===== src/rtl/core/dvbclut_pkg.sv =====
// dvbclut_pkg: types, constants and the per-byte parse function of the
// dvb subtitle clut segment parser; no dependencies
package dvbclut_pkg;

	localparam logic [7:0]  SYNC_BYTE      = 8'h0F;
	localparam logic [7:0]  CLUT_SEGMENT   = 8'h12;
	localparam logic [31:0] LEAD_SIGNATURE = 32'h000f0020;
	localparam logic [7:0]  LEAD_BYTE0     = LEAD_SIGNATURE[7:0];
	localparam logic [7:0]  LEAD_BYTE1     = LEAD_SIGNATURE[15:8];
	localparam logic [7:0]  LEAD_BYTE2     = LEAD_SIGNATURE[23:16];
	localparam logic [7:0]  FULL_SCALE     = 8'd255;

	typedef enum logic [3:0] {
		PH_HUNT        = 4'd0,
		PH_TYPE        = 4'd1,
		PH_PAGE_HI     = 4'd2,
		PH_PAGE_LO     = 4'd3,
		PH_LEN_HI      = 4'd4,
		PH_LEN_LO      = 4'd5,
		PH_SKIP        = 4'd6,
		PH_CLUT_ID     = 4'd7,
		PH_VERSION     = 4'd8,
		PH_ENTRY_ID    = 4'd9,
		PH_ENTRY_FLAGS = 4'd10,
		PH_COMPONENTS  = 4'd11
	} phase_t;

	// segment parser state
	typedef struct packed {
		phase_t      phase;
		logic [7:0]  kind;
		logic [15:0] page;
		logic [15:0] remaining;
		logic [7:0]  table_id;
		logic [3:0]  table_version;
		logic [7:0]  entry_index;
		logic [3:0]  entry_flags;
		logic [23:0] comp_buf;
		logic [2:0]  comp_count;
	} pst_t;

	// chunk lead detector state
	typedef struct packed {
		logic       locked;
		logic [1:0] lead_match;
	} lead_t;

	// one palette write
	typedef struct packed {
		logic [15:0] page_id;
		logic [7:0]  clut_id;
		logic [3:0]  clut_version;
		logic [7:0]  palette_index;
		logic [7:0]  luma;
		logic [7:0]  chroma_red;
		logic [7:0]  chroma_blue;
		logic [7:0]  opacity;
		logic [2:0]  depth_flags;
		logic        full_range;
	} res_t;

	typedef struct packed {
		pst_t st;
		logic emit;
		res_t res;
	} feed_t;

	// advance the parser by one byte
	function automatic feed_t feed(logic locked, pst_t st, logic [7:0] b);
		feed_t       f;
		logic [15:0] rem_n;
		logic        body;
		logic        last;
		f      = '0;
		f.st   = st;
		body   = 1'b0;
		last   = st.entry_flags[0] ? (st.comp_count >= 3'd3) : (st.comp_count >= 3'd1);
		rem_n  = (st.remaining != 16'd0) ? st.remaining - 16'd1 : st.remaining;
		if (locked) begin
			unique case (st.phase)
				PH_TYPE: begin
					f.st.kind  = b;
					f.st.phase = PH_PAGE_HI;
				end
				PH_PAGE_HI: begin
					f.st.page  = {b, 8'h00};
					f.st.phase = PH_PAGE_LO;
				end
				PH_PAGE_LO: begin
					f.st.page  = {st.page[15:8], b};
					f.st.phase = PH_LEN_HI;
				end
				PH_LEN_HI: begin
					f.st.remaining = {b, 8'h00};
					f.st.phase     = PH_LEN_LO;
				end
				PH_LEN_LO: begin
					f.st.remaining = {st.remaining[15:8], b};
					if ({st.remaining[15:8], b} == 16'd0) begin
						f.st.phase = PH_HUNT;
					end else if (st.kind == CLUT_SEGMENT) begin
						f.st.phase = PH_CLUT_ID;
					end else begin
						f.st.phase = PH_SKIP;
					end
				end
				PH_SKIP: begin
					body = 1'b1;
				end
				PH_CLUT_ID: begin
					f.st.table_id = b;
					f.st.phase    = PH_VERSION;
					body          = 1'b1;
				end
				PH_VERSION: begin
					f.st.table_version = b[7:4];
					f.st.phase         = PH_ENTRY_ID;
					body               = 1'b1;
				end
				PH_ENTRY_ID: begin
					f.st.entry_index = b;
					f.st.phase       = PH_ENTRY_FLAGS;
					body             = 1'b1;
				end
				PH_ENTRY_FLAGS: begin
					f.st.entry_flags = {b[7:5], b[0]};
					f.st.comp_count  = 3'd0;
					f.st.comp_buf    = 24'd0;
					f.st.phase       = PH_COMPONENTS;
					body             = 1'b1;
				end
				PH_COMPONENTS: begin
					body = 1'b1;
					if (last) begin
						f.emit              = 1'b1;
						f.res.page_id       = st.page;
						f.res.clut_id       = st.table_id;
						f.res.clut_version  = st.table_version;
						f.res.palette_index = st.entry_index + 8'd1;
						f.res.depth_flags   = st.entry_flags[3:1];
						f.res.full_range    = st.entry_flags[0];
						if (st.entry_flags[0]) begin
							f.res.luma        = st.comp_buf[23:16];
							f.res.chroma_red  = st.comp_buf[15:8];
							f.res.chroma_blue = st.comp_buf[7:0];
							f.res.opacity     = FULL_SCALE - b;
						end else begin
							f.res.luma        = {st.comp_buf[7:2], 2'b00};
							f.res.chroma_red  = {st.comp_buf[1:0], b[7:6], 4'h0};
							f.res.chroma_blue = {b[5:2], 4'h0};
							f.res.opacity     = FULL_SCALE - {b[1:0], 6'h00};
						end
						f.st.comp_count = 3'd0;
						f.st.comp_buf   = 24'd0;
						f.st.phase      = PH_ENTRY_ID;
					end else begin
						f.st.comp_buf   = {st.comp_buf[15:0], b};
						f.st.comp_count = st.comp_count + 3'd1;
					end
				end
				default: begin
					f.st.phase = (b == SYNC_BYTE) ? PH_TYPE : PH_HUNT;
				end
			endcase
			if (body) begin
				f.st.remaining = rem_n;
				if (rem_n == 16'd0) begin
					f.st.phase = PH_HUNT;
				end
			end
		end
		return f;
	endfunction

endpackage


===== src/rtl/core/dvb_subtitle_clut_segment_parser.sv =====
// dvb_subtitle_clut_segment_parser: top level of the dvb subtitle clut
// segment parser; depends on dvbclut_pkg and dvbclut_step
//
// input channel: one payload byte per beat on data_byte, chunk_start high
//   on the first byte of a sample chunk, handshake in_valid / in_stall
// output channel: one palette write per beat (page, clut id and version,
//   index, y / cr / cb / opacity, depth flags, full range), handshake
//   out_valid / out_stall
// the parser stays silent until a chunk opens with 0x20 0x00 0x0f, then
//   hunts sync bytes, reads segment headers, decodes clut entries and
//   skips every other segment by its length
// path: an accepted byte waits in the input register and is parsed from
//   there; its palette write, if any, is loaded into the result register
//   and shows on out_valid from that register
// throughput: one byte per cycle unless stalled; lead check plus up to
//   three parser byte steps sit between the input and result registers
// stall: the result register holds while out_stall is high; bytes that
//   yield no palette write keep flowing, a byte that yields one waits in
//   the input register while the result register is full and stalled
// reset: arst_n low clears lock, lead and parser state and empties both stages
module dvb_subtitle_clut_segment_parser (
	input  logic        clk,
	input  logic        arst_n,
	input  logic        in_valid,
	output logic        in_stall,
	input  logic [7:0]  data_byte,
	input  logic        chunk_start,
	output logic        out_valid,
	input  logic        out_stall,
	output logic [15:0] page_id,
	output logic [7:0]  clut_id,
	output logic [3:0]  clut_version,
	output logic [7:0]  palette_index,
	output logic [7:0]  luma,
	output logic [7:0]  chroma_red,
	output logic [7:0]  chroma_blue,
	output logic [7:0]  opacity,
	output logic [2:0]  depth_flags,
	output logic        full_range
);

	// input stage
	logic               valid_s1;
	logic [7:0]         byte_s1;
	logic               start_s1;

	// parser state
	dvbclut_pkg::lead_t lead_q;
	dvbclut_pkg::pst_t  st_q;

	// step outputs
	dvbclut_pkg::lead_t lead_next;
	dvbclut_pkg::pst_t  st_next;
	logic               emit;
	dvbclut_pkg::res_t  res;

	// result register
	logic               out_valid_q;
	dvbclut_pkg::res_t  res_q;

	logic               out_free;
	logic               advance;
	logic               in_take;

	dvbclut_step u_step (
		.lead        (lead_q),
		.st          (st_q),
		.data_byte   (byte_s1),
		.chunk_start (start_s1),
		.lead_next   (lead_next),
		.st_next     (st_next),
		.emit        (emit),
		.res         (res)
	);

	// result register is free when empty or being taken this edge
	assign out_free = !out_valid_q || !out_stall;
	// the staged byte moves on unless its palette write has nowhere to go
	assign advance  = valid_s1 && (!emit || out_free);
	assign in_stall = valid_s1 && !advance;
	assign in_take  = in_valid && !in_stall;

	always_ff @(posedge clk or negedge arst_n) begin
		if (!arst_n) begin
			valid_s1 <= 1'b0;
		end else if (in_take) begin
			valid_s1 <= 1'b1;
		end else if (advance) begin
			valid_s1 <= 1'b0;
		end
	end

	// staged payload, no reset
	always_ff @(posedge clk) begin
		if (in_take) begin
			byte_s1  <= data_byte;
			start_s1 <= chunk_start;
		end
	end

	always_ff @(posedge clk or negedge arst_n) begin
		if (!arst_n) begin
			lead_q <= '0;
			st_q   <= '0;
		end else if (advance) begin
			lead_q <= lead_next;
			st_q   <= st_next;
		end
	end

	always_ff @(posedge clk or negedge arst_n) begin
		if (!arst_n) begin
			out_valid_q <= 1'b0;
		end else if (advance && emit) begin
			out_valid_q <= 1'b1;
		end else if (!out_stall) begin
			out_valid_q <= 1'b0;
		end
	end

	// palette write payload, loaded only when the register is free
	always_ff @(posedge clk) begin
		if (advance && emit) begin
			res_q <= res;
		end
	end

	assign out_valid     = out_valid_q;
	assign page_id       = res_q.page_id;
	assign clut_id       = res_q.clut_id;
	assign clut_version  = res_q.clut_version;
	assign palette_index = res_q.palette_index;
	assign luma          = res_q.luma;
	assign chroma_red    = res_q.chroma_red;
	assign chroma_blue   = res_q.chroma_blue;
	assign opacity       = res_q.opacity;
	assign depth_flags   = res_q.depth_flags;
	assign full_range    = res_q.full_range;

endmodule


===== src/rtl/core/dvbclut_step.sv =====
// dvbclut_step: chunk lead detection plus up to three parser byte steps
// for one input beat; depends on dvbclut_pkg
module dvbclut_step (
	input  dvbclut_pkg::lead_t lead,
	input  dvbclut_pkg::pst_t  st,
	input  logic [7:0]         data_byte,
	input  logic               chunk_start,
	output dvbclut_pkg::lead_t lead_next,
	output dvbclut_pkg::pst_t  st_next,
	output logic               emit,
	output dvbclut_pkg::res_t  res
);

	always_comb begin
		dvbclut_pkg::feed_t f1;
		dvbclut_pkg::feed_t f2;
		dvbclut_pkg::feed_t f3;
		dvbclut_pkg::pst_t  st0;
		logic               replay;
		logic               feed_cur;
		logic               relock;
		logic               lk;
		replay    = 1'b0;
		feed_cur  = 1'b1;
		relock    = 1'b0;
		lead_next = lead;
		if (chunk_start) begin
			replay = 1'b1;
			if (data_byte == dvbclut_pkg::LEAD_BYTE0) begin
				feed_cur             = 1'b0;
				lead_next.lead_match = 2'd1;
			end else begin
				lead_next.lead_match = 2'd0;
			end
		end else if (lead.lead_match == 2'd1) begin
			if (data_byte == dvbclut_pkg::LEAD_BYTE1) begin
				feed_cur             = 1'b0;
				lead_next.lead_match = 2'd2;
			end else begin
				replay               = 1'b1;
				lead_next.lead_match = 2'd0;
			end
		end else if (lead.lead_match == 2'd2) begin
			lead_next.lead_match = 2'd0;
			if (data_byte == dvbclut_pkg::LEAD_BYTE2) begin
				relock           = 1'b1;
				lead_next.locked = 1'b1;
			end else begin
				replay = 1'b1;
			end
		end else begin
			lead_next.lead_match = 2'd0;
		end

		// held lead bytes go through the parser first, in order
		lk = lead.locked;
		if (replay && lead.lead_match >= 2'd1) begin
			f1 = dvbclut_pkg::feed(lk, st, dvbclut_pkg::LEAD_BYTE0);
		end else begin
			f1      = '0;
			f1.st   = st;
		end
		if (replay && lead.lead_match >= 2'd2) begin
			f2 = dvbclut_pkg::feed(lk, f1.st, dvbclut_pkg::LEAD_BYTE1);
		end else begin
			f2    = '0;
			f2.st = f1.st;
		end
		st0 = f2.st;
		if (relock) begin
			st0.phase = dvbclut_pkg::PH_HUNT;
		end
		if (feed_cur) begin
			f3 = dvbclut_pkg::feed(lead_next.locked, st0, data_byte);
		end else begin
			f3    = '0;
			f3.st = st0;
		end

		st_next = f3.st;
		emit    = f1.emit | f2.emit | f3.emit;
		// only the first palette write of a beat is kept
		if (f1.emit) begin
			res = f1.res;
		end else if (f2.emit) begin
			res = f2.res;
		end else begin
			res = f3.res;
		end
	end

endmodule


===== config.mk =====
export PLATFORM = sky130hd
export DESIGN_NAME = dvb_subtitle_clut_segment_parser
export DESIGN_NICKNAME = d
export VERILOG_FILES = /design/src/rtl/core/dvbclut_pkg.sv /design/src/rtl/core/dvb_subtitle_clut_segment_parser.sv /design/src/rtl/core/dvbclut_step.sv
export SDC_FILE = /design/constraint.sdc
export NUM_CORES = 1
export LEC_CHECK = 0
export BUFFER_PORTS_ARGS = -buffer_cell sky130_fd_sc_hd__buf_4
export CORE_UTILIZATION = 56
export CTS_CLUSTER_SIZE = 16
export DETAILED_ROUTE_END_ITERATION = 8
export PLACE_DENSITY_LB_ADDON = 0.1
export SLEW_MARGIN = 20
export SYNTH_ARGS = -nofsm -noshare
export SYNTH_HDL_FRONTEND = slang
export SYNTH_SLANG_ARGS = --single-unit
export TNS_END_PERCENT = 30

===== constraint.sdc =====
create_clock -name clk -period 8.6 [get_ports clk]
set_clock_uncertainty 0.15 [all_clocks]
set_input_delay 1.29 -clock clk [delete_from_list [all_inputs] [get_ports clk]]
set_output_delay 1.29 -clock clk [all_outputs]
set_load 0.05 [all_outputs]

==> run metrics <==
syn_nets 1449; r2r startpoint byte_s1[2]; #FFs+latches synth 181; pin count of the biggest net entering global routing 75; worst hold path class reg2reg; Cell Int Power 2.34 mW; Chip Width 152 um; Placer Congestion between 1 and 1.5; CP Max Fanout 26; Final TNS setup 0 ps; drt wl/cell 24.4 um; Tot Pwr roughly 4.6 mW; Final Hold Fails 0; status finished clean; Num Clock Sinks 181; cts bufs inserted 17; clock power share 17.8%; Worst-Skew Late Latency 440 ps; WP data required 7160 ps; critical path launch point type flip-flop; TritonCTS clock tree done; switching part of the total 48.8%; sequential share of the synthesized area 39.3%; Longest Clk Path Bufs 2; max_slew headroom between 20 and 30%; Initial Util between 50% and 60%; die area 23000 sq um; WL final 43200 um; Max Transition Viols Final 0; # Post-CTS Setup Buffers 0; achievable frequency 0.122 GHz; cell area power density 324 nW/um^2; IO Pins 87; reg-to-reg endpoint st_q[17]; Worst-path clk slew ~80 ps; cell depth of the worst flop-to-flop path 27; Synth Instances between 1k and 1.5k; switching pwr 2.23 mW; RSZ-0062 raised after global routing false; all-layer global routing usage between 30% and 40%; Area Growth Syn to Fin 12.2%; ys async rst share 55.2%; Layout Nets 1505; YS warnings 0; final core occ between 60 and 70%; Die Ht 152 um; num rows 54; Synth Flop Type dfrtp_1; Post-DRT Antenna Nets 0; Core Box Area 21900 sq um; detailed-route via count 12.6k; root buf cell clkbuf_16; kind of critical path reg2out; Lkg Pwr 5.55 nW; hold depth 1; gr ovfl total 0; Comb power frac 51.2%; EDFF count, synth 81; share of power burned in registers 31.0%; initial antenna violation count 0; global-route wire length before repair between 60000 and 70000 um; drt drc 0; VDD IR max 0.151 mV; synth unique cells 96; share of layout cells above drive strength 1 15.3%; dpl hpwl 31300 um; IO buf count 86; synthesized cell area ~13000 sq um; Iter 0 DRT Violations 1613; Initial DRT Pass Iterations 6; Worst Min Path Start st_q[29]; htree depth 4; Tmin final 8200 ps; Hold EP st_q[29]; Max-Cap Viols 0; Worst-Margin Slew 1080 ps; vias in the first global route ~12k; Worst setup EP type output pin; Worst EP arrival 6760 ps; Inserted Diodes 0; DR vias/cell slightly above 7; Mean Syn Cell Area 8.85 sq um; Setup Viol. Count Final 0; fin crit share between 90% and 100%; Worst R2R Setup Slack ~860 ps
## layout make-up
cell class | count | area (sq um)
multi-input combinational | 1118 | 7130
sequential | 181 | 4930
tap | 280 | 350
inverter | 31 | 116
clock inverter | 14 | 166
fill | 1865 | 7800
timing repair buffer | 126 | 958
clock buffer | 18 | 429
## flip-flops by register name, summed over array words and instances, names as in the netlist
name           flops
st_q              95
page_id           16
byte_s1            8
chroma_blue        8
chroma_red         8
clut_id            8
luma               8
opacity            8
palette_index      8
clut_version       4
depth_flags        3
lead_q             3
full_range         1
out_valid          1
start_s1           1
valid_s1           1
## per-stage QoR
step,setup WS [ps],instances,hold WS (ps),instance area [sq um]
3_5_place_dp,987,1736,327,13500
3_3_place_gp,1040,1736,322,13500
2_1_floorplan,746,1419,308,12600
4_1_cts,515,1768,344,14100
6_report,402,1768,344,14100
5_1_grt,6.19,1768,359,14100
## placed cells by master (no fill, tap or decap), types with 9 or more instances in the layout
master and n:
clkbuf_16 17, a22oi_1 32, a32oi_1 13, or2_2 12, edfxtp_1 81, and3_1 15
mux2i_1 14, o21ai_1 13, o22ai_1 24, nor3_1 32, nor2_1 128, and2_1 47
o211ai_1 13, nor3_2 9, o221ai_1 14, a22o_1 52, nor4_1 14, o21ai_0 88
buf_4 125, o21a_1 16, or3_1 21, a31oi_1 14, nand2_1 144, xor2_1 9
a21oi_1 103, ha_1 16, nand2b_1 13, dfrtp_1 100, nand3_1 38, a211oi_1 15
inv_1 31, nand4_1 20, o31ai_1 11, or4_1 10
## repair_timing
| item | in CTS | in global routing |
|---|---|---|
| gates resized for setup | 0 | 3 |
| hold buffers | 0 | 0 |
| setup endpoints to repair | 0 | 1 |
## cell families after synthesis
kind of cell,Yosys count,share of synthesized area (%)
compound gates,513,29.0
xor+xnor,17,1.19
fa+ha+maj,17,1.69
buf+inv,120,4.23
flops,181,39.3
mux,19,1.59
simple gates,552,23.0
## worst max-delay path, stage by stage, from the launching register on
cell,delay [ps]
edfxtp_1,360
buf_4,210
or4_1,600
or3_1,530
o211ai_1,150
buf_4,220
o21ai_0,90
a21oi_1,360
ha_1,270
inv_1,100
a221oi_4,290
nand3_1,220
nor3_2,270
buf_4,220
a21oi_1,70
nor4_1,320
nand4_1,300
or4_1,680
nand2_1,180
or3_1,170
nand2_1,60
buf_4,240
nand4_1,150
inv_1,60
buf_4,180
## power groups by stage
stage | clock network, mW | logic [mW] | registers, mW
floorplan | 0 | 1.66 | 1.33
global placement | 0 | 2.23 | 1.41
detailed placement | 0 | 2.24 | 1.41
CTS | 0.815 | 2.26 | 1.40
global route | 0.850 | 2.51 | 1.44
finish | 0.814 | 2.33 | 1.41
## layer usage
layer / vias to the layer above / global-route usage [%] / wire length (um) / part of all wire, %
met2: 810 / 58.5 / 19400 / 45
met1: 6003 / 50.3 / 17000 / 39
met4: 0 / 24.7 / 2820 / 6.5
met5: - / 0 / 0 / 0
met3: 187 / 6.35 / 4060 / 9.4
li1: 5579 / - / - / -
## cell usage after synthesis, types with 10 or more instances
cell / number / area share (%)
a211oi_1: 15 / 0.90
a21oi_1: 103 / 4.1
a22o_1: 52 / 3.6
a22oi_1: 32 / 1.9
a31oi_1: 14 / 0.70
a32oi_1: 13 / 0.91
and2_1: 47 / 2.3
and3_1: 16 / 0.80
buf_2: 19 / 0.76
clkbuf_1: 57 / 1.7
dfrtp_1: 100 / 20
edfxtp_1: 81 / 19
ha_1: 17 / 1.7
inv_1: 31 / 0.93
mux2i_1: 14 / 1.1
nand2_1: 144 / 4.3
nand2b_1: 13 / 0.65
nand3_1: 38 / 1.5
nand4_1: 20 / 1.0
nor2_1: 129 / 3.9
nor3_1: 33 / 1.3
nor4_1: 17 / 0.85
o211ai_1: 13 / 0.78
o21a_1: 17 / 1.0
o21ai_0: 89 / 3.5
o21ai_1: 12 / 0.48
o221ai_1: 14 / 0.98
o22ai_1: 24 / 1.2
o31ai_1: 11 / 0.66
or2_2: 12 / 0.60
or3_1: 21 / 1.0
or4_1: 10 / 0.60
## worst max path at each step
stage	startpoint	end	depth (start not counted)
after floorplan	st_q[51]	chroma_blue[0]	26
after global placement	byte_s1[2]	in_stall	24
after detailed placement	byte_s1[2]	st_q[17]	26
after CTS	byte_s1[2]	in_stall	23
after global routing	byte_s1[2]	in_stall	24
final	byte_s1[2]	in_stall	24
(Power assumes the default switching activity.)
